<file path="src/rtl/mcd_pkg.sv">
`timescale 1ns / 1ps
`default_nettype none
// ----------------------------------------------------------------------------
// mcd_pkg
// Shared codes, widths and types of the multi-car elevator dispatcher.
// ----------------------------------------------------------------------------
package mcd_pkg;

  // field widths
  localparam int FLOOR_W = 4;
  localparam int CAR_W   = 2;
  localparam int FIU_W   = 5;
  localparam int SCORE_W = 6;
  localparam int CNT_W   = 6;

  // reset value of the served floor count
  localparam logic [FIU_W-1:0] FIU_RESET = 5'd10;

  // request codes
  localparam logic [1:0] REQ_HALL  = 2'd0;
  localparam logic [1:0] REQ_CABIN = 2'd1;
  localparam logic [1:0] REQ_TICK  = 2'd2;

  // heading codes (hall call directions use the same up and down codes)
  localparam logic [1:0] HEAD_UP   = 2'd0;
  localparam logic [1:0] HEAD_DOWN = 2'd1;
  localparam logic [1:0] HEAD_IDLE = 2'd2;

  // stop kind of a cabin call, the bit within a floor's group of three
  localparam logic [1:0] KIND_CABIN = 2'd2;

  // report kinds
  localparam logic RPT_ACK    = 1'b0;
  localparam logic RPT_STATUS = 1'b1;

  // car update produced by the car logic
  typedef struct packed {
    logic [FLOOR_W-1:0] pos;
    logic [1:0]         motion;
    logic [2:0]         served;
    logic               nop;
  } car_upd_t;

endpackage
`default_nettype wire

</file>
<file path="src/rtl/mcd_req_if.sv">
`timescale 1ns / 1ps
`default_nettype none
// ----------------------------------------------------------------------------
// mcd_req_if
// Request channel: hall calls, cabin calls and time ticks.
// ----------------------------------------------------------------------------
interface mcd_req_if;
  logic       valid;
  logic       ready;
  logic [1:0] req_type;
  logic [3:0] floor;
  logic [1:0] hall_direction;
  logic [2:0] car_select;

  modport source (
    output valid, req_type, floor, hall_direction, car_select,
    input  ready
  );

  modport sink (
    input  valid, req_type, floor, hall_direction, car_select,
    output ready
  );
endinterface
`default_nettype wire

</file>
<file path="src/rtl/mcd_rpt_if.sv">
`timescale 1ns / 1ps
`default_nettype none
// ----------------------------------------------------------------------------
// mcd_rpt_if
// Report channel: request acknowledges and per-car status after a tick.
// ----------------------------------------------------------------------------
interface mcd_rpt_if;
  logic       valid;
  logic       ready;
  logic       report_kind;
  logic       accepted;
  logic       no_op;
  logic [1:0] car_index;
  logic [3:0] car_floor_now;
  logic [1:0] car_heading;
  logic [2:0] served_kinds;
  logic [5:0] pending_stops_count;
  logic       last_of_run;

  modport source (
    output valid, report_kind, accepted, no_op, car_index, car_floor_now,
           car_heading, served_kinds, pending_stops_count, last_of_run,
    input  ready
  );

  modport sink (
    input  valid, report_kind, accepted, no_op, car_index, car_floor_now,
           car_heading, served_kinds, pending_stops_count, last_of_run,
    output ready
  );
endinterface
`default_nettype wire

</file>
<file path="src/rtl/mcd_ram.sv">
`timescale 1ns / 1ps
`default_nettype none
// ----------------------------------------------------------------------------
// mcd_ram
// Generic single-write, single-read RAM with a registered read port.
// ----------------------------------------------------------------------------
module mcd_ram #(
  parameter  int WIDTH = 8,
  parameter  int DEPTH = 4,
  localparam int AW    = (DEPTH > 1) ? $clog2(DEPTH) : 1
) (
  input  wire logic             clk_i,
  input  wire logic             we_i,
  input  wire logic [AW-1:0]    waddr_i,
  input  wire logic [WIDTH-1:0] wdata_i,
  input  wire logic             re_i,
  input  wire logic [AW-1:0]    raddr_i,
  output logic      [WIDTH-1:0] rdata_o
);

  logic [WIDTH-1:0] mem_q [DEPTH];

  // write port
  always_ff @(posedge clk_i) begin
    if (we_i) begin
      mem_q[waddr_i] <= wdata_i;
    end
  end

  // registered read port
  always_ff @(posedge clk_i) begin
    if (re_i) begin
      rdata_o <= mem_q[raddr_i];
    end
  end

endmodule
`default_nettype wire

</file>
<file path="src/rtl/mcd_car_logic.sv">
`timescale 1ns / 1ps
`default_nettype none
// ----------------------------------------------------------------------------
// mcd_car_logic
// Per-car read-modify-write logic: tick step with LOOK heading, stop insert
// and hall call score.
// ----------------------------------------------------------------------------
module mcd_car_logic #(
  parameter int FLOOR_LIMIT = 16
) (
  input  wire logic [mcd_pkg::FLOOR_W-1:0]   pos_i,
  input  wire logic [1:0]                    motion_i,
  input  wire logic [FLOOR_LIMIT-1:0][2:0]   mask_i,
  input  wire logic [mcd_pkg::FLOOR_W-1:0]   floor_i,
  input  wire logic [1:0]                    kind_i,
  input  wire logic [mcd_pkg::FIU_W-1:0]     floors_i,
  output mcd_pkg::car_upd_t                  tick_o,
  output logic      [FLOOR_LIMIT-1:0][2:0]   tick_mask_o,
  output mcd_pkg::car_upd_t                  add_o,
  output logic      [FLOOR_LIMIT-1:0][2:0]   add_mask_o,
  output logic      [mcd_pkg::SCORE_W-1:0]   score_o
);
  import mcd_pkg::*;

  localparam int FIDX_W = $clog2(FLOOR_LIMIT);
  localparam logic [FLOOR_W-1:0] TOP_FLOOR = FLOOR_W'(FLOOR_LIMIT - 1);

  // LOOK heading from the stops above and below the car
  function automatic logic [1:0] next_heading(
    input logic [FLOOR_W-1:0]         pos,
    input logic [FLOOR_LIMIT-1:0][2:0] mask,
    input logic [1:0]                 motion
  );
    logic above;
    logic below;
    logic any;
    logic [1:0] head;
    above = 1'b0;
    below = 1'b0;
    any   = 1'b0;
    for (int f = 0; f < FLOOR_LIMIT; f++) begin
      if (|mask[f]) begin
        any = 1'b1;
        if (FLOOR_W'(f) > pos) above = 1'b1;
        if (FLOOR_W'(f) < pos) below = 1'b1;
      end
    end
    if (!any) begin
      head = HEAD_IDLE;
    end else if (motion == HEAD_DOWN) begin
      head = below ? HEAD_DOWN : (above ? HEAD_UP : HEAD_IDLE);
    end else begin
      head = above ? HEAD_UP : (below ? HEAD_DOWN : HEAD_IDLE);
    end
    return head;
  endfunction

  logic                         go_up;
  logic                         go_dn;
  logic [FLOOR_W-1:0]           npos;
  logic [FIDX_W-1:0]            nidx;
  logic [2:0]                   here;
  logic [2:0]                   served;
  logic [FLOOR_LIMIT-1:0][2:0]  tmask;

  // tick step: move one floor, serve stops, pick heading again; a car with no stops goes idle
  always_comb begin
    go_up  = (motion_i == HEAD_UP) && (pos_i < TOP_FLOOR);
    go_dn  = (motion_i == HEAD_DOWN) && (pos_i != '0);
    npos   = go_up ? pos_i + FLOOR_W'(1) : (go_dn ? pos_i - FLOOR_W'(1) : pos_i);
    nidx   = npos[FIDX_W-1:0];
    here   = mask_i[nidx];
    served = {here[2], (motion_i == HEAD_DOWN) & here[1], (motion_i == HEAD_UP) & here[0]};
    tmask  = mask_i;
    tick_o = '0;
    if (mask_i == '0) begin
      tick_o.pos    = pos_i;
      tick_o.motion = HEAD_IDLE;
    end else begin
      tmask[nidx]   = here & ~served;
      tick_o.pos    = npos;
      tick_o.motion = next_heading(npos, tmask, motion_i);
      tick_o.served = served;
    end
    tick_mask_o = tmask;
  end

  logic                         nop;
  logic [FLOOR_LIMIT-1:0][2:0]  amask;

  // stop insert, no-op when the idle car already stands there
  always_comb begin
    nop   = (floor_i == pos_i) && (motion_i == HEAD_IDLE);
    amask = mask_i;
    add_o = '0;
    if (!nop) begin
      amask[floor_i[FIDX_W-1:0]][kind_i] = 1'b1;
    end
    add_o.pos    = pos_i;
    add_o.nop    = nop;
    add_o.motion = (!nop && (motion_i == HEAD_IDLE)) ?
                   next_heading(pos_i, amask, HEAD_IDLE) : motion_i;
    add_mask_o   = amask;
  end

  logic [FLOOR_W-1:0] gap;
  logic               same_way;

  // hall call score, kind carries the call direction
  always_comb begin
    gap      = (pos_i > floor_i) ? pos_i - floor_i : floor_i - pos_i;
    same_way = (motion_i == kind_i) &&
               (((kind_i == HEAD_UP) && (pos_i <= floor_i)) ||
                ((kind_i == HEAD_DOWN) && (pos_i >= floor_i)));
    if (same_way) begin
      score_o = SCORE_W'(gap);
    end else if ((motion_i == HEAD_IDLE) && (mask_i == '0)) begin
      score_o = SCORE_W'(gap) + SCORE_W'(1);
    end else begin
      score_o = SCORE_W'(gap) + SCORE_W'(floors_i);
    end
  end

endmodule
`default_nettype wire

</file>
<file path="src/rtl/multi_car_elevator_dispatcher.sv">
// A tick reads, steps and writes back each car in turn, one status per car; a hall
//   call scores every car before it adds the stop; a rejected request skips the RAM.
// Throughput is one request at a time, set by the car state RAM being read, updated
//   and written back per car, followed by a stop count and the output load.
// Reset (async, active low) clears control state and the per-car valid bits; a car
//   never written reads as ground floor, idle, no stops. No clearing pass.
`timescale 1ns / 1ps
`default_nettype none
// ----------------------------------------------------------------------------
// multi_car_elevator_dispatcher
// Elevator dispatcher with cost-based hall call assignment and LOOK stepping;
// car state lives in a RAM that is read, modified and written back per car.
// ----------------------------------------------------------------------------
module multi_car_elevator_dispatcher #(
  parameter int CAR_COUNT   = 3,
  parameter int FLOOR_LIMIT = 16
) (
  input  wire logic                        clk_i,
  input  wire logic                        rst_ni,
  input  wire logic                        cfg_we_i,
  input  wire logic [mcd_pkg::FIU_W-1:0]   cfg_wdata_i,
  mcd_req_if.sink                          req_i,
  mcd_rpt_if.source                        rpt_o
);
  import mcd_pkg::*;

  localparam int AW     = (CAR_COUNT > 1) ? $clog2(CAR_COUNT) : 1;
  localparam int MASK_W = 3 * FLOOR_LIMIT;
  localparam int REC_W  = FLOOR_W + 2 + MASK_W;
  localparam int NGRP   = (FLOOR_LIMIT + 3) / 4;
  localparam logic [CAR_W-1:0] LAST_CAR = CAR_W'(CAR_COUNT - 1);
  localparam logic [2:0]       CAR_LIM  = 3'(CAR_COUNT);

  typedef enum logic [2:0] {
    S_IDLE, S_RD, S_CALC, S_APPLY, S_CNT, S_EMIT
  } state_e;

  state_e                       state_q;
  logic [FIU_W-1:0]             floors_q;
  logic [1:0]                   type_q;
  logic [FLOOR_W-1:0]           floor_q;
  logic [1:0]                   dir_q;
  logic [CAR_W-1:0]             idx_q;
  logic [CAR_W-1:0]             car_q;
  logic                         rej_q;
  logic [SCORE_W-1:0]           best_q;
  logic [CAR_COUNT-1:0]         vld_q;
  logic                         rvld_q;
  logic [FLOOR_W-1:0]           rpos_q;
  logic [1:0]                   rmot_q;
  logic [FLOOR_LIMIT-1:0][2:0]  rmask_q;
  car_upd_t                     res_q;
  logic [FLOOR_LIMIT-1:0][2:0]  res_mask_q;
  logic [NGRP-1:0][3:0]         grp_q;
  logic [NGRP-1:0][3:0]         grp_d;

  // output register
  logic                         out_valid_q;
  logic                         out_kind_q;
  logic                         out_acc_q;
  logic                         out_nop_q;
  logic [CAR_W-1:0]             out_car_q;
  logic [FLOOR_W-1:0]           out_pos_q;
  logic [1:0]                   out_head_q;
  logic [2:0]                   out_served_q;
  logic [CNT_W-1:0]             out_cnt_q;
  logic                         out_last_q;

  // ram and car logic nets
  logic                         ram_we;
  logic                         ram_re;
  logic [AW-1:0]                ram_waddr;
  logic [AW-1:0]                ram_raddr;
  logic [REC_W-1:0]             ram_wdata;
  logic [REC_W-1:0]             ram_rdata;
  logic [FLOOR_W-1:0]           mem_pos;
  logic [1:0]                   mem_mot;
  logic [FLOOR_LIMIT-1:0][2:0]  mem_mask;
  logic [FLOOR_W-1:0]           cl_pos;
  logic [1:0]                   cl_mot;
  logic [FLOOR_LIMIT-1:0][2:0]  cl_mask;
  logic [1:0]                   cl_kind;
  car_upd_t                     tick_upd;
  car_upd_t                     add_upd;
  logic [FLOOR_LIMIT-1:0][2:0]  tick_mask;
  logic [FLOOR_LIMIT-1:0][2:0]  add_mask;
  logic [SCORE_W-1:0]           score;

  logic                         req_fire;
  logic                         fl_ok;
  logic                         hall_ok;
  logic                         cabin_ok;
  logic                         out_load;
  logic [CNT_W-1:0]             cnt_sum;

  // request handshake and validation
  assign req_i.ready = (state_q == S_IDLE);
  assign req_fire    = req_i.valid && req_i.ready;
  assign fl_ok       = (FIU_W'(req_i.floor) < floors_q) &&
                       (FIU_W'(req_i.floor) < FIU_W'(FLOOR_LIMIT));
  assign hall_ok     = fl_ok && ((req_i.hall_direction == HEAD_UP) ||
                                 (req_i.hall_direction == HEAD_DOWN));
  assign cabin_ok    = fl_ok && (req_i.car_select < CAR_LIM);

  // car record from ram, reset value until the entry is first written
  assign mem_pos  = rvld_q ? ram_rdata[REC_W-1 -: FLOOR_W] : '0;
  assign mem_mot  = rvld_q ? ram_rdata[MASK_W+1 -: 2] : HEAD_IDLE;
  assign mem_mask = rvld_q ? ram_rdata[MASK_W-1:0] : '0;

  // car logic operand select
  assign cl_pos  = (state_q == S_APPLY) ? rpos_q  : mem_pos;
  assign cl_mot  = (state_q == S_APPLY) ? rmot_q  : mem_mot;
  assign cl_mask = (state_q == S_APPLY) ? rmask_q : mem_mask;
  assign cl_kind = (type_q == REQ_CABIN) ? KIND_CABIN : dir_q;

  // ram access
  assign ram_re    = (state_q == S_RD);
  assign ram_raddr = idx_q[AW-1:0];
  assign ram_we    = ((state_q == S_CALC) && (type_q == REQ_TICK)) || (state_q == S_APPLY);
  assign ram_waddr = (state_q == S_APPLY) ? car_q[AW-1:0] : idx_q[AW-1:0];
  assign ram_wdata = (state_q == S_APPLY) ? {add_upd.pos, add_upd.motion, add_mask} :
                                            {tick_upd.pos, tick_upd.motion, tick_mask};

  mcd_ram #(
    .WIDTH (REC_W),
    .DEPTH (CAR_COUNT)
  ) u_car_ram (
    .clk_i   (clk_i),
    .we_i    (ram_we),
    .waddr_i (ram_waddr),
    .wdata_i (ram_wdata),
    .re_i    (ram_re),
    .raddr_i (ram_raddr),
    .rdata_o (ram_rdata)
  );

  mcd_car_logic #(
    .FLOOR_LIMIT (FLOOR_LIMIT)
  ) u_car_logic (
    .pos_i       (cl_pos),
    .motion_i    (cl_mot),
    .mask_i      (cl_mask),
    .floor_i     (floor_q),
    .kind_i      (cl_kind),
    .floors_i    (floors_q),
    .tick_o      (tick_upd),
    .tick_mask_o (tick_mask),
    .add_o       (add_upd),
    .add_mask_o  (add_mask),
    .score_o     (score)
  );

  // pending stop count, first stage: per-group sums of four floors
  always_comb begin
    logic [NGRP*4-1:0][2:0] padded;
    logic [NGRP*4-1:0][1:0] fc;
    padded = '0;
    padded[FLOOR_LIMIT-1:0] = res_mask_q;
    for (int f = 0; f < NGRP * 4; f++) begin
      fc[f] = 2'(padded[f][0]) + 2'(padded[f][1]) + 2'(padded[f][2]);
    end
    for (int j = 0; j < NGRP; j++) begin
      grp_d[j] = 4'(fc[4*j]) + 4'(fc[4*j+1]) + 4'(fc[4*j+2]) + 4'(fc[4*j+3]);
    end
  end

  // pending stop count, second stage: add the group sums
  always_comb begin
    cnt_sum = '0;
    for (int j = 0; j < NGRP; j++) begin
      cnt_sum = cnt_sum + CNT_W'(grp_q[j]);
    end
  end

  assign out_load = (state_q == S_EMIT) && (!out_valid_q || rpt_o.ready);

  // sequencer, car state write-back bookkeeping and output register
  always_ff @(posedge clk_i or negedge rst_ni) begin
    if (!rst_ni) begin
      state_q      <= S_IDLE;
      floors_q     <= FIU_RESET;
      type_q       <= REQ_HALL;
      floor_q      <= '0;
      dir_q        <= HEAD_UP;
      idx_q        <= '0;
      car_q        <= '0;
      rej_q        <= 1'b0;
      best_q       <= '0;
      vld_q        <= '0;
      rvld_q       <= 1'b0;
      rpos_q       <= '0;
      rmot_q       <= HEAD_IDLE;
      rmask_q      <= '0;
      res_q        <= '0;
      res_mask_q   <= '0;
      grp_q        <= '0;
      out_valid_q  <= 1'b0;
      out_kind_q   <= RPT_ACK;
      out_acc_q    <= 1'b0;
      out_nop_q    <= 1'b0;
      out_car_q    <= '0;
      out_pos_q    <= '0;
      out_head_q   <= '0;
      out_served_q <= '0;
      out_cnt_q    <= '0;
      out_last_q   <= 1'b0;
    end else begin
      // configuration write
      if (cfg_we_i) begin
        floors_q <= cfg_wdata_i;
      end

      // entry becomes valid on its first write-back
      if (ram_we) begin
        vld_q[ram_waddr] <= 1'b1;
      end

      // output slot frees when the report is taken
      if (out_load) begin
        out_valid_q <= 1'b1;
      end else if (rpt_o.ready) begin
        out_valid_q <= 1'b0;
      end

      case (state_q)
        S_IDLE: begin
          if (req_fire) begin
            type_q  <= req_i.req_type;
            floor_q <= req_i.floor;
            dir_q   <= req_i.hall_direction;
            rej_q   <= 1'b0;
            idx_q   <= '0;
            state_q <= S_RD;
            case (req_i.req_type)
              REQ_TICK: begin
              end
              REQ_HALL: begin
                if (!hall_ok) begin
                  rej_q   <= 1'b1;
                  state_q <= S_EMIT;
                end
              end
              REQ_CABIN: begin
                if (cabin_ok) begin
                  idx_q <= req_i.car_select[CAR_W-1:0];
                  car_q <= req_i.car_select[CAR_W-1:0];
                end else begin
                  rej_q   <= 1'b1;
                  state_q <= S_EMIT;
                end
              end
              default: begin
                rej_q   <= 1'b1;
                state_q <= S_EMIT;
              end
            endcase
          end
        end

        S_RD: begin
          rvld_q  <= vld_q[ram_raddr];
          state_q <= S_CALC;
        end

        S_CALC: begin
          case (type_q)
            REQ_TICK: begin
              res_q      <= tick_upd;
              res_mask_q <= tick_mask;
              car_q      <= idx_q;
              state_q    <= S_CNT;
            end
            REQ_HALL: begin
              // lowest score wins, ties stay with the lower car
              if ((idx_q == '0) || (score < best_q)) begin
                best_q  <= score;
                car_q   <= idx_q;
                rpos_q  <= mem_pos;
                rmot_q  <= mem_mot;
                rmask_q <= mem_mask;
              end
              if (idx_q == LAST_CAR) begin
                state_q <= S_APPLY;
              end else begin
                idx_q   <= idx_q + CAR_W'(1);
                state_q <= S_RD;
              end
            end
            REQ_CABIN: begin
              rpos_q  <= mem_pos;
              rmot_q  <= mem_mot;
              rmask_q <= mem_mask;
              state_q <= S_APPLY;
            end
            default: begin
              state_q <= S_IDLE;
            end
          endcase
        end

        S_APPLY: begin
          res_q      <= add_upd;
          res_mask_q <= add_mask;
          state_q    <= S_CNT;
        end

        S_CNT: begin
          grp_q   <= grp_d;
          state_q <= S_EMIT;
        end

        S_EMIT: begin
          if (out_load) begin
            if (rej_q) begin
              out_kind_q   <= RPT_ACK;
              out_acc_q    <= 1'b0;
              out_nop_q    <= 1'b0;
              out_car_q    <= '0;
              out_pos_q    <= '0;
              out_head_q   <= '0;
              out_served_q <= '0;
              out_cnt_q    <= '0;
              out_last_q   <= 1'b1;
            end else begin
              out_kind_q   <= (type_q == REQ_TICK) ? RPT_STATUS : RPT_ACK;
              out_acc_q    <= 1'b1;
              out_nop_q    <= (type_q == REQ_TICK) ? 1'b0 : res_q.nop;
              out_car_q    <= car_q;
              out_pos_q    <= res_q.pos;
              out_head_q   <= res_q.motion;
              out_served_q <= (type_q == REQ_TICK) ? res_q.served : 3'd0;
              out_cnt_q    <= cnt_sum;
              out_last_q   <= (type_q != REQ_TICK) || (idx_q == LAST_CAR);
            end
            // a tick walks on to the next car
            if (!rej_q && (type_q == REQ_TICK) && (idx_q != LAST_CAR)) begin
              idx_q   <= idx_q + CAR_W'(1);
              state_q <= S_RD;
            end else begin
              state_q <= S_IDLE;
            end
          end
        end

        default: begin
          state_q <= S_IDLE;
        end
      endcase
    end
  end

  // report channel
  assign rpt_o.valid               = out_valid_q;
  assign rpt_o.report_kind         = out_kind_q;
  assign rpt_o.accepted            = out_acc_q;
  assign rpt_o.no_op               = out_nop_q;
  assign rpt_o.car_index           = out_car_q;
  assign rpt_o.car_floor_now       = out_pos_q;
  assign rpt_o.car_heading         = out_head_q;
  assign rpt_o.served_kinds        = out_served_q;
  assign rpt_o.pending_stops_count = out_cnt_q;
  assign rpt_o.last_of_run         = out_last_q;

`ifndef NO_ASSERTIONS
  // an emitted result is in the output register on the next cycle
  a_emit_loads: assert property (@(posedge clk_i) disable iff (!rst_ni)
    out_load |=> out_valid_q)
    else $error("emitted result not registered");

  // write-back only targets an existing car
  a_wb_car: assert property (@(posedge clk_i) disable iff (!rst_ni)
    ram_we |-> (32'(ram_waddr) < CAR_COUNT))
    else $error("write-back to a car out of range");

  // a car never moves past the top floor
  a_wb_floor: assert property (@(posedge clk_i) disable iff (!rst_ni)
    ram_we |-> (32'(ram_wdata[REC_W-1 -: FLOOR_W]) < FLOOR_LIMIT))
    else $error("car floor out of range");

  // an invalid hall call skips the ram and goes straight to the acknowledge
  a_reject_path: assert property (@(posedge clk_i) disable iff (!rst_ni)
    (req_fire && (req_i.req_type == REQ_HALL) && !hall_ok) |=>
      (state_q == S_EMIT) && rej_q)
    else $error("rejected hall call took the ram path");
`endif

endmodule
`default_nettype wire

</file>
<file path="src/flat_wrapper.sv">
// flat-port wrapper written by rule: the top's interface ports become plain ports
module multi_car_elevator_dispatcher_flat import mcd_pkg::*;
#(
  parameter int CAR_COUNT   = 3,
  parameter int FLOOR_LIMIT = 16
)
  (clk_i, rst_ni, cfg_we_i, cfg_wdata_i, req_i_valid, req_i_req_type, req_i_floor, req_i_hall_direction, req_i_car_select, req_i_ready, rpt_o_valid, rpt_o_report_kind, rpt_o_accepted, rpt_o_no_op, rpt_o_car_index, rpt_o_car_floor_now, rpt_o_car_heading, rpt_o_served_kinds, rpt_o_pending_stops_count, rpt_o_last_of_run, rpt_o_ready);
  mcd_req_if req_i_i ();
  mcd_rpt_if rpt_o_i ();
  input  wire logic clk_i;
  input  wire logic rst_ni;
  input  wire logic cfg_we_i;
  input  wire logic [mcd_pkg::FIU_W-1:0] cfg_wdata_i;
  input wire logic [$bits(req_i_i.valid)-1:0] req_i_valid;
  input wire logic [$bits(req_i_i.req_type)-1:0] req_i_req_type;
  input wire logic [$bits(req_i_i.floor)-1:0] req_i_floor;
  input wire logic [$bits(req_i_i.hall_direction)-1:0] req_i_hall_direction;
  input wire logic [$bits(req_i_i.car_select)-1:0] req_i_car_select;
  output wire logic [$bits(req_i_i.ready)-1:0] req_i_ready;
  output wire logic [$bits(rpt_o_i.valid)-1:0] rpt_o_valid;
  output wire logic [$bits(rpt_o_i.report_kind)-1:0] rpt_o_report_kind;
  output wire logic [$bits(rpt_o_i.accepted)-1:0] rpt_o_accepted;
  output wire logic [$bits(rpt_o_i.no_op)-1:0] rpt_o_no_op;
  output wire logic [$bits(rpt_o_i.car_index)-1:0] rpt_o_car_index;
  output wire logic [$bits(rpt_o_i.car_floor_now)-1:0] rpt_o_car_floor_now;
  output wire logic [$bits(rpt_o_i.car_heading)-1:0] rpt_o_car_heading;
  output wire logic [$bits(rpt_o_i.served_kinds)-1:0] rpt_o_served_kinds;
  output wire logic [$bits(rpt_o_i.pending_stops_count)-1:0] rpt_o_pending_stops_count;
  output wire logic [$bits(rpt_o_i.last_of_run)-1:0] rpt_o_last_of_run;
  input wire logic [$bits(rpt_o_i.ready)-1:0] rpt_o_ready;
  assign req_i_i.valid = req_i_valid;
  assign req_i_i.req_type = req_i_req_type;
  assign req_i_i.floor = req_i_floor;
  assign req_i_i.hall_direction = req_i_hall_direction;
  assign req_i_i.car_select = req_i_car_select;
  assign req_i_ready = req_i_i.ready;
  assign rpt_o_valid = rpt_o_i.valid;
  assign rpt_o_report_kind = rpt_o_i.report_kind;
  assign rpt_o_accepted = rpt_o_i.accepted;
  assign rpt_o_no_op = rpt_o_i.no_op;
  assign rpt_o_car_index = rpt_o_i.car_index;
  assign rpt_o_car_floor_now = rpt_o_i.car_floor_now;
  assign rpt_o_car_heading = rpt_o_i.car_heading;
  assign rpt_o_served_kinds = rpt_o_i.served_kinds;
  assign rpt_o_pending_stops_count = rpt_o_i.pending_stops_count;
  assign rpt_o_last_of_run = rpt_o_i.last_of_run;
  assign rpt_o_i.ready = rpt_o_ready;
  multi_car_elevator_dispatcher #(.CAR_COUNT(CAR_COUNT), .FLOOR_LIMIT(FLOOR_LIMIT)) u_core (.clk_i(clk_i), .rst_ni(rst_ni), .cfg_we_i(cfg_we_i), .cfg_wdata_i(cfg_wdata_i), .req_i(req_i_i), .rpt_o(rpt_o_i));
endmodule
</file>
<file path="config.mk">
export PLATFORM = sky130hd
export DESIGN_NAME = multi_car_elevator_dispatcher_flat
export DESIGN_NICKNAME = d
export VERILOG_FILES = /design/src/rtl/mcd_pkg.sv /design/src/rtl/mcd_req_if.sv /design/src/rtl/mcd_rpt_if.sv /design/src/rtl/mcd_ram.sv /design/src/rtl/mcd_car_logic.sv /design/src/rtl/multi_car_elevator_dispatcher.sv /design/src/flat_wrapper.sv
export SDC_FILE = /design/constraint.sdc
export NUM_CORES = 1
export LEC_CHECK = 0
export ABC_AREA = 1
export BUFFER_PORTS_ARGS = -buffer_cell sky130_fd_sc_hd__buf_4
export CAP_MARGIN = 5
export CORE_ASPECT_RATIO = 0.5
export CORE_MARGIN = 2
export CORE_UTILIZATION = 42
export CTS_CLUSTER_SIZE = 30
export DETAILED_ROUTE_END_ITERATION = 16
export GPL_ROUTABILITY_DRIVEN = 0
export MAX_ROUTING_LAYER = met4
export PLACE_DENSITY = 0.7
export SLEW_MARGIN = 20
export SYNTH_ARGS = -nofsm -noshare
export SYNTH_HDL_FRONTEND = slang
export SYNTH_HIERARCHICAL = 1
export SYNTH_SLANG_ARGS = --single-unit
</file>
<file path="constraint.sdc">
create_clock -name clk_i -period 5.8 [get_ports clk_i]
set_input_delay 1.16 -clock clk_i [delete_from_list [all_inputs] [get_ports clk_i]]
set_output_delay 1.16 -clock clk_i [all_outputs]
set_load 0.005 [all_outputs]
</file>
======== Word-level counts from Yosys, hierarchy flattened ========
Memory sizes are Yosys's and may differ from the RTL's. A register that Yosys moved wholly into a read port is not among the register bits.
Cells that the tools add are included.
storage, ports and cells
  memories kept ........................... 1
  flip-flop bits (word level) ............. 181
  word-level logic and storage cells ...... 595
  bits in writable memories ............... 162
memory list
  name                    words  width  rd ports  clocked after Yosys merged registers in  write ports  RTL line       text
  u_core.u_car_ram.mem_q  3      54     1         1                                        1            mcd_ram.sv:21  logic [WIDTH-1:0] mem_q [DEPTH];
operators by class
  muxes and demuxes ....................... 280
  bitwise logic cells ..................... 6
  $add $sub $neg .......................... 54
  equality and inequality tests ........... 29
  reduce and logical (&&, ||, !) cells .... 82
  magnitude comparators ................... 80
operators with widths
  cell                                                       count
  2-to-1 mux 48 bit                                          6
  2-to-1 mux 1 bit                                           203
  case mux 48 bit (2 select lines)                           2
  OR reduction 3 bit                                         32
  > comparator 4 bit, first input constant                   16
  less-than comparator 4 bit, first input constant           16
  2-to-1 mux 2 bit                                           29
  2-to-1 mux 54 bit                                          1
  bitwise mux 48 bit                                         1
  zero test 48 bit                                           1
  OR 48 bit                                                  1
  adder 1 x 1 -> 2 bit                                       16
  adder 2 x 1 -> 2 bit                                       16
  adder 4 x 2 -> 4 bit                                       8
  > comparator 3 x 4 -> 1 bit, first input constant          8
  less-than comparator 3 x 4 -> 1 bit, first input constant  8
  2-to-1 mux 3 bit                                           10
  2-to-1 mux 4 bit                                           7
  demux 3 bit (select 4 bit)                                 2
  2-to-1 mux 6 bit                                           4
  case mux 10 bit (2 select lines)                           1
  logical AND 1 bit                                          19
  inequality test 2 bit, second input constant               9
  case mux 3 bit (3 select lines)                            2
  other kinds (56)                                           113

======== Logic depth before layout (Yosys ltp) ========
Gate-level depths: netlist (run 1).
  depth after elaboration ................. 64
  depth in mapped cells ................... 37
  depth with buffers taken out ............ 35

======== By module ========
Netlist (run 1), hierarchy kept.
modules (own cells, without submodules)
  module                         cells an instance  instances  area an instance (um^2)
  multi_car_elevator_dispatcher  1270               1          10107.2
  mcd_ram                        623                1          8186.6
  mcd_car_logic                  810                1          4028.9

======== Worst setup path before layout (run 1) ========
OpenSTA, ideal clock, no wires.
  path type ............................... flip-flop to flip-flop
  start ................................... register u_core.state_q[2]
  end ..................................... memory u_core/u_car_ram/mem_q[1][0] (netlist bit), enable pin
  period minus slack after synthesis ...... 5783 ps
  data arrival time ....................... 5239 ps
  stages on the path, launching flop included .. 10
  path buffers ............................ 2
  slack ................................... 17 ps
  path through ............................ dfrtp_1 nor2_2 inv_2 nor2_4 inv_2 o21ai_2 buf_4 buf_4 inv_1 nor3b_1
between the ends
  word-level cells in the longest chain between the ends .. 5
RTL lines
  item                                      RTL line                              text
  from (decl)                               multi_car_elevator_dispatcher.sv:38   state_e state_q;
  from (signal assigned)                    multi_car_elevator_dispatcher.sv:180  state_q <= S_IDLE;
  from (signal assigned)                    multi_car_elevator_dispatcher.sv:233  state_q <= S_RD;
  from (signal assigned)                    multi_car_elevator_dispatcher.sv:240  state_q <= S_EMIT;
  == test 3 x 2 -> 1 bit                    multi_car_elevator_dispatcher.sv:119  assign ram_we = ((state_q == S_CALC) && (type_q == REQ_TICK)) || (state_q == S_APPLY);
  logical AND 1 bit                         multi_car_elevator_dispatcher.sv:119
  logical OR 1 bit *                        multi_car_elevator_dispatcher.sv:119
  via u_core.ram_we                         multi_car_elevator_dispatcher.sv:70   logic ram_we;
  2-to-1 mux 1 bit *                        mcd_ram.sv:25                         if (we_i) begin
  2-to-1 mux 1 bit (not written as such) *  mcd_ram.sv:26                         mem_q[waddr_i] <= wdata_i;
  to (decl)                                 mcd_ram.sv:21
The timed path passes the listed nets; every way through them passes the cells marked *.

======== Worst setup path in the final report (run 1) ========
  start ................................... register u_core.state_q[2]
  end ..................................... register u_core/rmask_q[5] (netlist bit)
between the ends
  word-level cells in the longest chain between the ends .. 11
RTL lines
  item                                                          RTL line                                    text
  == test 3 x 2 -> 1 bit *                                      multi_car_elevator_dispatcher.sv:111        assign cl_pos = (state_q == S_APPLY) ? rpos_q : mem_pos;
  2-to-1 mux 4 bit *                                            multi_car_elevator_dispatcher.sv:111
  via u_core.cl_pos[0]                                          multi_car_elevator_dispatcher.sv:79         logic [FLOOR_W-1:0] cl_pos;
  subtractor 4 bit (tied with other cells)                      mcd_car_logic.sv:111                        gap = (pos_i > floor_i) ? pos_i - floor_i : floor_i - pos_i;
  2-to-1 mux 4 bit (tied with other cells)                      mcd_car_logic.sv:111
  adder 4 x 5 -> 6 bit (tied with other cells)                  mcd_car_logic.sv:120                        score_o = SCORE_W'(gap) + SCORE_W'(floors_i);
  2-to-1 mux 6 bit / logical AND 1 bit (equally long branches)  mcd_car_logic.sv:117, mcd_car_logic.sv:112
  2-to-1 mux 6 bit *                                            mcd_car_logic.sv:115                        if (same_way) begin
  via u_core.score[4]                                           multi_car_elevator_dispatcher.sv:87         logic [SCORE_W-1:0] score;
  less-than comparator 6 bit *                                  multi_car_elevator_dispatcher.sv:275        if ((idx_q == '0) || (score < best_q)) begin
  logical OR 1 bit *                                            multi_car_elevator_dispatcher.sv:275
  inequality test 2 x 1 -> 1 bit (no source line) *             -
  AND reduction 3 bit (no source line) *                        -
  to (signal assigned)                                          multi_car_elevator_dispatcher.sv:280        rmask_q <= mem_mask;
  to (signal assigned)                                          multi_car_elevator_dispatcher.sv:292        rmask_q <= mem_mask;
  to (decl)                                                     multi_car_elevator_dispatcher.sv:51         logic [FLOOR_LIMIT-1:0][2:0] rmask_q;
Marked as above.
A chain may end at the register's enable or synchronous reset.

==> qor.yml, run 1 <==
run_status:
  outcome: "complete, no violations"
global_route:
  grt_pass1_vias: 17700
  overflow: 0
  antenna_found_initial: 1
  grt_use_met1_pct: 31.9
  use_met2_pct: 34.2
  grt_pass1_wl_um: 98900
  grt_util_all_layers_pct: 23.5
  grt_max_degree: 117
  busiest_layer: "met2"
  grt_use_met3_pct: 4.82
sta:
  finalSetupViolCount: 0
  tightest_slew_ns: 0.994
  setup_tns_ns: 0
  relSlewSlack_pct: 33.7
  setup_slack_ns: 0.419
  hold_viol: 0
  rsz0062_at_grt: "false"
  fin_crit_ns: 5.38
  clock-skew-final_ns: 0.0280
  finalMaxSlewViolations: 0
  post-route-period-util_pct: 92.8
  fmax_mhz: 186
die:
  chipWidth_um: 330
  std_cell_rows: 59
  core-area_mm2: 0.0523
  die_area_mm2: 0.0551
  io_pins: 44
  initial_core_util_pct: 42.7
  die-height_um: 167
synthesis:
  synth_top_area_share_pct: 29.1
  synth_top_family_by_area: "simple AND/OR/NAND/NOR gates"
  muxShareOfSynthArea_pct: 0.146
  yosys.area_share.simple_pct: 23.7
  yosysTopAreaCell: "edfxtp_1"
  synth_area_per_cell_um2: 8.26
  synthTopCellsByArea: "edfxtp_1 (29%), dfrtp_1 (20%), nand2_1 (15%)"
  synth_edf_count: 216
  yosysMostFrequentCell: "nand2_1"
  postSynthCellCount: 2703
  ys_seq_area_share_pct: 49.4
  synthXorXnorAreaFrac_pct: 0.392
  ys_types: 59
  synth-adder-area-share_pct: 6.19
  synth-main-ff-cell: "edfxtp_1"
  synth_seq_cells: 397
  synth-compound-area-share_pct: 10.1
  yosys_warnings: 6
  postSynth.asyncResetShare_pct: 45.6
  synthTopCellsByCount: "nand2_1 (919), inv_1 (393), o21ai_0 (266)"
  synth_area_mm2: 0.0223
critical_path:
  cp_common_cell: "nand2_1"
  cp-start-kind: "flop"
  crit_required_ns: 6.27
  critPathMaxStageDelay_ns: 0.43
  slowest_stage: "dfrtp_1"
  ff2ff_setup_slack_ns: 0.42
  crit_path_end_kind: "flop"
  arrival_ns: 5.85
  critPathKind: "reg -> reg"
  cp_max_fo: 29
final_layout:
  nets: 2842
  multi_input_area_mm2: 0.00913
  fillCellCount: 4976
  stdcell_count: 3465
  syn_to_final_growth_pct: 10.6
  seq_area_mm2: 0.0110
  drive_above_1_share_pct: 8.58
  final_util_pct: 47.2
routing:
  detail_route.wl_per_cell_um: 18.2
  via_per_inst: 5.38
  drt-pass1-iter-count: 6
  post-route-drc-count: 0
  wirelength_um: 63200
  vias: 18600
  drtIter0Drc: 2259
  postRouteAntennaNets: 0
clock_tree:
  clock_latency_ns: 0.55
  cts-root-buf: "clkbuf_16"
  h-tree-depth: 2
  clkTransAtPathRegs_ns: 0.07
  cts_tree: "built"
  numCtsBuffers: 39
  clock-sinks: 397
  cts.path.max_buffers: 3
placement:
  dp_cells: 3388
  port_buffers: 43
  pre_cts_slack_ns: 0.512
  dp_hpwl_um: 42900
worst_hold_path:
  hold_class: "reg -> reg"
job:
  cap_violations: 0
through the flow:
step / hold WS (ns) / instance area (µm²)
6_report: 0.459 / 24700
5_1_grt: 0.486 / 24700
4_1_cts: 0.465 / 24600
3_5_place_dp: 0.450 / 23300
3_3_place_gp: 0.442 / 23300
2_1_floorplan: 0.424 / 22300
what timing repair did:
| action | in CTS | in global routing |
|---|---|---|
| hold endpoints to repair | 0 | 0 |
| hold buffers | 0 | 0 |
| endpoints found under the setup margin | 0 | 55 |
| setup buffers | 0 | 3 |
| gates resized for setup | 0 | 7 |
critical path: cells and delay by family (launching register included):
family | cells | cell delay (ns)
simple gates | 13 | 1.40
buf+inv | 7 | 1.00
xor+xnor | 2 | 0.43
compound gates | 6 | 0.73
mux | 1 | 0.27
flops | 1 | 0.43
fa+ha+maj | 4 | 1.05
registers in the layout (all words and copies together), names as in the netlist, 2 cells and up:
name                              flops
u_core/dir_q                          2
u_core/res_mask_q                    48
u_core/u_car_ram/rdata_o             54
u_core/u_car_ram/mem_q              162
u_core/grp_q                         16
u_core/state_q                        3
u_core/best_q                         6
u_core/rpt_o.car_index                2
u_core/rpt_o.car_floor_now            4
u_core/floor_q                        4
u_core/rpt_o.pending_stops_count      6
u_core/idx_q                          2
u_core/res_q                         10
u_core/floors_q                       5
u_core/rpt_o.car_heading              2
u_core/rpt_o.served_kinds             3
u_core/car_q                          2
u_core/vld_q                          3
u_core/rmot_q                         2
u_core/rpos_q                         4
u_core/type_q                         2
u_core/rmask_q                       48
kinds of logic after synthesis:
| logic type | count (synthesis) |
|---|---|
| flip-flops | 397 |
| buffers and inverters | 517 |
| multiplexers | 3 |
| AND/OR/NAND/NOR | 1269 |
| other | 1 |
| XOR/XNOR | 10 |
| adder cells (fa/ha/maj) | 87 |
| AO/OA/AOI/OAI | 419 |
worst paths after layout:
| path | cells past startpoint | startpoint | endpoint |
|---|---|---|---|
| max in group asynchronous | 2 | rst_ni | u_core/res_mask_q[46] |
| worst min register to register | 2 | u_core/vld_q[1] | u_core/vld_q[1] |
| worst max register to register | 33 | u_core/state_q[2] | u_core/rmask_q[5] |
| worst min-delay path | 2 | u_core/vld_q[1] | u_core/vld_q[1] |
| worst max-delay path | 33 | u_core/state_q[2] | u_core/rmask_q[5] |
| min in group asynchronous | 1 | rst_ni | u_core/res_mask_q[19] |
cell usage in the layout (no fill, tap or decap), drive strengths merged, types with 2 or more instances in the layout:
cell type  instances
a21o               4
a21oi             55
a221oi             2
a22oi              4
a31oi             27
buf               94
bufinv             5
clkbuf            53
clkinv            10
clkinvlp           3
conb               4
dfrtp            178
dfstp              3
edfxtp           216
fa                39
ha                48
inv              408
mux2               2
nand2            933
nand3            125
nand3b             3
nand4             24
nor2             148
nor3              24
nor4               6
o211ai             2
o21ai            302
o21bai             4
o22ai              9
o31ai              6
or2                3
xnor2              2
xor2               8
metal layers:
layer | wire length [µm] | vias up
met4 | 2920 | 0
met3 | 6430 | 198
met5 | 0 | -
li1 | - | 8700
met1 | 26900 | 8845
met2 | 26900 | 895
layout make-up:
type | count | share of cell area (%)
flip-flops and latches | 397 | 44.7
multi-input cells | 1793 | 37.0
inverters | 406 | 6.23
clock buffers | 50 | 4.16
well taps | 701 | 3.55
repair buffers | 97 | 3.37
clock inverters | 20 | 1.05
diodes | 1 | 0.0101
Power of run 1 is not shown: default switching activity piles up to over one toggle a cycle in this logic, so the estimate is an artifact.
==> inputs of run 2 (changes only) <==
Settings changed: PLACE_DENSITY 0.7 to 0.68.
Clock period 5.8 ns to 5.7 ns, I/O delays scaled along.
==> run 2 against run 1 <==
Sequential share of layout area up 0.29 points. Via count decreased by 1.6%. Design area down 0.65%. Highest routed layer unchanged. Largest cell class unchanged. Critical path type unchanged.
==> qor.yml, run 2 (synthesized netlist as in run 1, its figures left out) <==
run_status:
  outcome: "complete, no violations"
die:
  std_cell_rows: 59  # unchanged
  core-area_mm2: 0.0523  # unchanged
  io_pins: 44  # unchanged
  initial_core_util_pct: 42.7  # unchanged
  die_area_mm2: 0.0551  # unchanged
  die-height_um: 167  # unchanged
  chipWidth_um: 330  # unchanged
final_layout:
  nets: 2819  # -0.81%
  drive_above_1_share_pct: 7.84  # -0.73 points
  multi_input_area_mm2: 0.00910  # -0.27%
  fillCellCount: 4975  # -0.020%
  regMostFlops: "u_core/u_car_ram/mem_q"
  layout_commonest_cell: "nand2_1"
  diodes: 0  # -1
  syn_to_final_growth_pct: 9.87
  seq_area_mm2: 0.0110  # unchanged
  reg_top3: "u_core/u_car_ram/mem_q: 162 flops, u_core/u_car_ram/rdata_o: 54 flops"
  largest_register_ff_count: 162  # unchanged
  stdcell_count: 3442  # -0.66%
  final_cell_mix: "nand2_1 (919), inv_1 (392), o21ai_0 (264)"
critical_path:
  arrival_ns: 5.67  # -0.18 ns
  crit_required_ns: 6.12  # -0.15 ns
  crit_path_end_kind: "flop"
  slowest_stage: "dfrtp_1"
  cp_max_fo: 53  # +83%
  critPathKind: "reg -> reg"
  cp-start-kind: "flop"
  cp_common_cell: "nand2_1"
  critPathMaxStageDelay_ns: 0.44  # about the same
placement:
  dp_cells: 3368  # -0.59%
  port_buffers: 43  # unchanged
  dp_hpwl_um: 42500  # -1.1%
clock_tree:
  clkTransAtPathRegs_ns: 0.06  # about the same
  cts.path.max_buffers: 3  # unchanged
  clock-sinks: 397  # unchanged
  h-tree-depth: 2  # unchanged
  clock_latency_ns: 0.55  # about the same
  numCtsBuffers: 39  # unchanged
  cts_setup_buffers: 0  # unchanged
  cts-root-buf: "clkbuf_16"
  cts_tree: "built"
routing:
  drt-pass1-iter-count: 6  # unchanged
  detail_route.wl_per_cell_um: 17.9  # -1.8%
  drtIter0Drc: 2045  # -9.5%
  vias: 18300  # -1.6%
  post-route-drc-count: 0  # unchanged
  postRouteAntennaNets: 0  # unchanged
  wirelength_um: 61600  # -2.4%
  via_per_inst: 5.33  # -0.97%
global_route:
  grt_util_all_layers_pct: 23.0  # -0.50 points
  grt_pass1_vias: 17400  # -1.5%
  grt_max_degree: 114  # -2.6%
  antenna_found_initial: 0  # -1
  overflow: 0  # unchanged
  grt_pass1_wl_um: 97000  # -1.9%
sta:
  finalSetupViolCount: 0  # unchanged
  setup_tns_ns: 0  # unchanged
  fmax_mhz: 190  # +2.4%
  tightest_slew_ns: 0.997  # +0.00250 ns
  rsz0062_at_grt: "false"
  clock-skew-final_ns: 0.0163  # -0.0116 ns
  fin_crit_ns: 5.26  # -0.124 ns
  hold_viol: 0  # unchanged
  relSlewSlack_pct: 33.4  # -0.32 points
  post-route-period-util_pct: 92.2  # -0.54 points
  finalMaxSlewViolations: 0  # unchanged
job:
  cap_violations: 0  # unchanged
worst_hold_path:
  hold_class: "reg -> reg"
run 2: stage by stage:
stage / util (%) / worst slack [ns] / hold slack (ns) / area [µm²]
floorplan: - / 0.188 / 0.424 / 22300
global placement: 44.2 / 0.506 / 0.436 / 23100
detailed placement: 44.2 / 0.426 / 0.443 / 23100
CTS: 46.7 / 0.399 / 0.458 / 24400
global route: 46.9 / 0.0325 / 0.469 / 24500
finish: 46.9 / 0.443 / 0.460 / 24500
run 2: critical path, delay by kind of cell (launching register included):
family / cells / cell delay, ns
and+or+nand+nor: 13 / 1.18
adders and majority gates: 4 / 1.18
buffers and inverters: 7 / 0.98
AOI/OAI and AO/OA: 7 / 0.94
DFF: 1 / 0.44
xor gates and xnor gates: 2 / 0.41
run 2: repair_timing:
action,CTS,global route
hold buffers,0,0
resized for setup,0,6
setup endpoints to repair,0,59
run 2: path summary, 6_finish.rpt:
check	startpoint	end	slack (ns)	cells past startpoint
setup reg to reg	u_core/state_q[2]	u_core/rmask_q[15]	0.44	33
hold reg to reg	u_core/vld_q[1]	u_core/vld_q[1]	0.46	2
min in group asynchronous	rst_ni	u_core/res_mask_q[17]	0.58	1
max in group asynchronous	rst_ni	u_core/rvld_q	3.90	2
setup / recovery	u_core/state_q[2]	u_core/rmask_q[15]	0.44	33
hold / removal	u_core/vld_q[1]	u_core/vld_q[1]	0.46	2
run 2: area by class of cell:
| class | count | share of cell area, % |
|---|---|---|
| well taps | 701 | 3.58 |
| repair buffers | 75 | 2.78 |
| flip-flops and latches | 397 | 44.9 |
| clock inverters | 18 | 0.786 |
| inverters | 406 | 6.28 |
| multi-input cells | 1792 | 37.1 |
| clock buffers | 53 | 4.53 |
run 2: metal layers:
metal	vias up	routed length [µm]	global-route usage, %
met5	-	0	-
met4	0	2060	7.24
met3	162	5430	4.66
met2	805	26500	33.7
met1	8715	27700	32.0
li1	8652	-	-
Power of run 2 is left out for the same reason.
==> inputs of run 3 (changes only) <==
Settings changed: CORE_UTILIZATION 42 to 50, PLACE_DENSITY 0.68 to 0.77.
==> run 3 against run 2 <==
Clock skew increased by 0.020 ns. Flip-flop and latch count unchanged. Die area decreased by 16%. Critical path type unchanged. Sequential share of layout area increased by 0.42 points. First-iteration DRC count increased by 21%. Register-to-register slack got worse by 0.04 ns. Critical endpoint is now u_core/rmask_q[12]. Design area decreased by 0.92%. Routed wire length increased by 1.8%. Global-route usage increased by 4.9 points. Worst hold slack improved by 0.0053 ns.
==> qor.yml, run 3 (synthesized netlist as in run 1, its figures left out) <==
run_status:
  outcome: "complete, no violations"
final_layout:
  regMostFlops: "u_core/u_car_ram/mem_q"
  nets: 2823  # +0.14%
  final_cell_mix: "nand2_1 (919), inv_1 (392), o21ai_0 (264)"
  final_util_pct: 55.5  # +8.6 points
  layout_commonest_cell: "nand2_1"
  syn_to_final_growth_pct: 8.86
  largest_register_ff_count: 162  # unchanged
  reg_top3: "u_core/u_car_ram/mem_q: 162 flops, u_core/u_car_ram/rdata_o: 54 flops"
  drive_above_1_share_pct: 7.94  # +0.10 points
routing:
  drtIter0Drc: 2482  # +21%
  detail_route.wl_per_cell_um: 18.8  # +5.1%
  wirelength_um: 62800  # +1.8%
  drt-pass1-iter-count: 6  # unchanged
  post-route-drc-count: 0  # unchanged
  postRouteAntennaNets: 0  # unchanged
  vias: 18800  # +2.7%
  via_per_inst: 5.65  # +6.1%
sta:
  rsz0062_at_grt: "false"
  post-route-period-util_pct: 92.9  # +0.66 points
  fmax_mhz: 189  # -0.71%
  fin_crit_ns: 5.29  # +0.0377 ns
  tightest_slew_ns: 1.14  # +0.147 ns
  clock-skew-final_ns: 0.0362  # +0.0199 ns
  finalMaxSlewViolations: 0  # unchanged
  hold_viol: 0  # unchanged
  setup_tns_ns: 0  # unchanged
  relSlewSlack_pct: 23.5  # -9.9 points
  finalSetupViolCount: 0  # unchanged
job:
  cap_violations: 0  # unchanged
critical_path:
  cp_max_fo: 40  # -25%
  critPathKind: "reg -> reg"
  crit_path_end_kind: "flop"
  cp-start-kind: "flop"
  slowest_stage: "dfrtp_1"
  critPathMaxStageDelay_ns: 0.44  # about the same
  crit_required_ns: 6.13  # about the same
  cp_common_cell: "nand2_1"
  arrival_ns: 5.73  # +0.06 ns
die:
  core-area_mm2: 0.0438  # -16%
  chipWidth_um: 303  # -8.2%
  io_pins: 44  # unchanged
  die-height_um: 153  # -8.1%
  die_area_mm2: 0.0465  # -16%
  initial_core_util_pct: 51.0  # +8.3 points
  std_cell_rows: 54  # -8.5%
clock_tree:
  cts-root-buf: "clkbuf_16"
  h-tree-depth: 2  # unchanged
  ctsHoldBuffers: 0  # unchanged
  clock_latency_ns: 0.57  # +0.02 ns
  numCtsBuffers: 37  # -5.1%
  clkTransAtPathRegs_ns: 0.07  # about the same
  cts_tree: "built"
  clock-sinks: 397  # unchanged
  cts.path.max_buffers: 3  # unchanged
global_route:
  antenna_found_initial: 2  # +2
  grt_pass1_vias: 17700  # +1.5%
  grt_max_degree: 116  # +1.8%
  grt_pass1_wl_um: 98100  # +1.2%
  overflow: 0  # unchanged
  grt_util_all_layers_pct: 27.9  # +4.9 points
placement:
  port_buffers: 43  # unchanged
  dp_hpwl_um: 42300  # -0.43%
worst_hold_path:
  hold_class: "reg -> reg"
run 3: area by class of cell:
class	instances	area (µm²)
clock inverter	20	206
clock buffer	48	1010
sequential	397	11000
tap	588	736
antenna	2	5.00
multi-input combinational	1793	9130
timing repair buffer	80	657
inverter	406	1540
fill	3848	19500
run 3: timing repair:
| item | in CTS | in global routing |
|---|---|---|
| endpoints found under the hold margin | 0 | 0 |
| buffers inserted | 0 | 2 |
| setup endpoints to repair | 0 | 40 |
| gates resized for setup | 0 | 5 |
run 3: stage by stage:
| stage | hold slack, ns | cell area (µm²) | cells | setup WS (ns) |
|---|---|---|---|---|
| finish | 0.466 | 24300 | 3334 | 0.405 |
| global route | 0.484 | 24300 | 3334 | 0.0161 |
| CTS | 0.468 | 24200 | 3328 | 0.307 |
| detailed placement | 0.452 | 23000 | 3260 | 0.345 |
| global placement | 0.434 | 23000 | 3260 | 0.582 |
| floorplan | 0.424 | 22300 | 2706 | 0.188 |
run 3: critical path: cells and delay by family, from the launching register on:
family                     cells  cell delay, ns
and+or+nand+nor               12            1.41
adders and majority gates      4            1.07
buffers and inverters          6            0.88
AOI/OAI and AO/OA              6            0.74
DFF                            1            0.44
xor gates and xnor gates       2            0.37
muxes                          1            0.23
run 3: path summary, 6_finish.rpt:
kind / from / to / slack (ns) / cells after the start
hold reg to reg: u_core/vld_q[1] / u_core/vld_q[1] / 0.47 / 2
setup reg to reg: u_core/state_q[2] / u_core/rmask_q[12] / 0.41 / 31
max in group asynchronous: rst_ni / u_core/rmask_q[26] / 3.87 / 2
min in group asynchronous: rst_ni / u_core/res_mask_q[18] / 0.62 / 1
hold / removal: u_core/vld_q[1] / u_core/vld_q[1] / 0.47 / 2
setup / recovery: u_core/state_q[2] / u_core/rmask_q[12] / 0.41 / 31
run 3: per-layer routing:
layer | vias to the layer above | share of wire [%] | global-route usage (%)
met5 | - | 0 | -
met4 | 0 | 3.2 | 8.73
met3 | 163 | 12 | 6.84
met2 | 1070 | 43 | 40.7
met1 | 8939 | 42 | 38.5
li1 | 8663 | - | -
Power of run 3 is left out for the same reason.
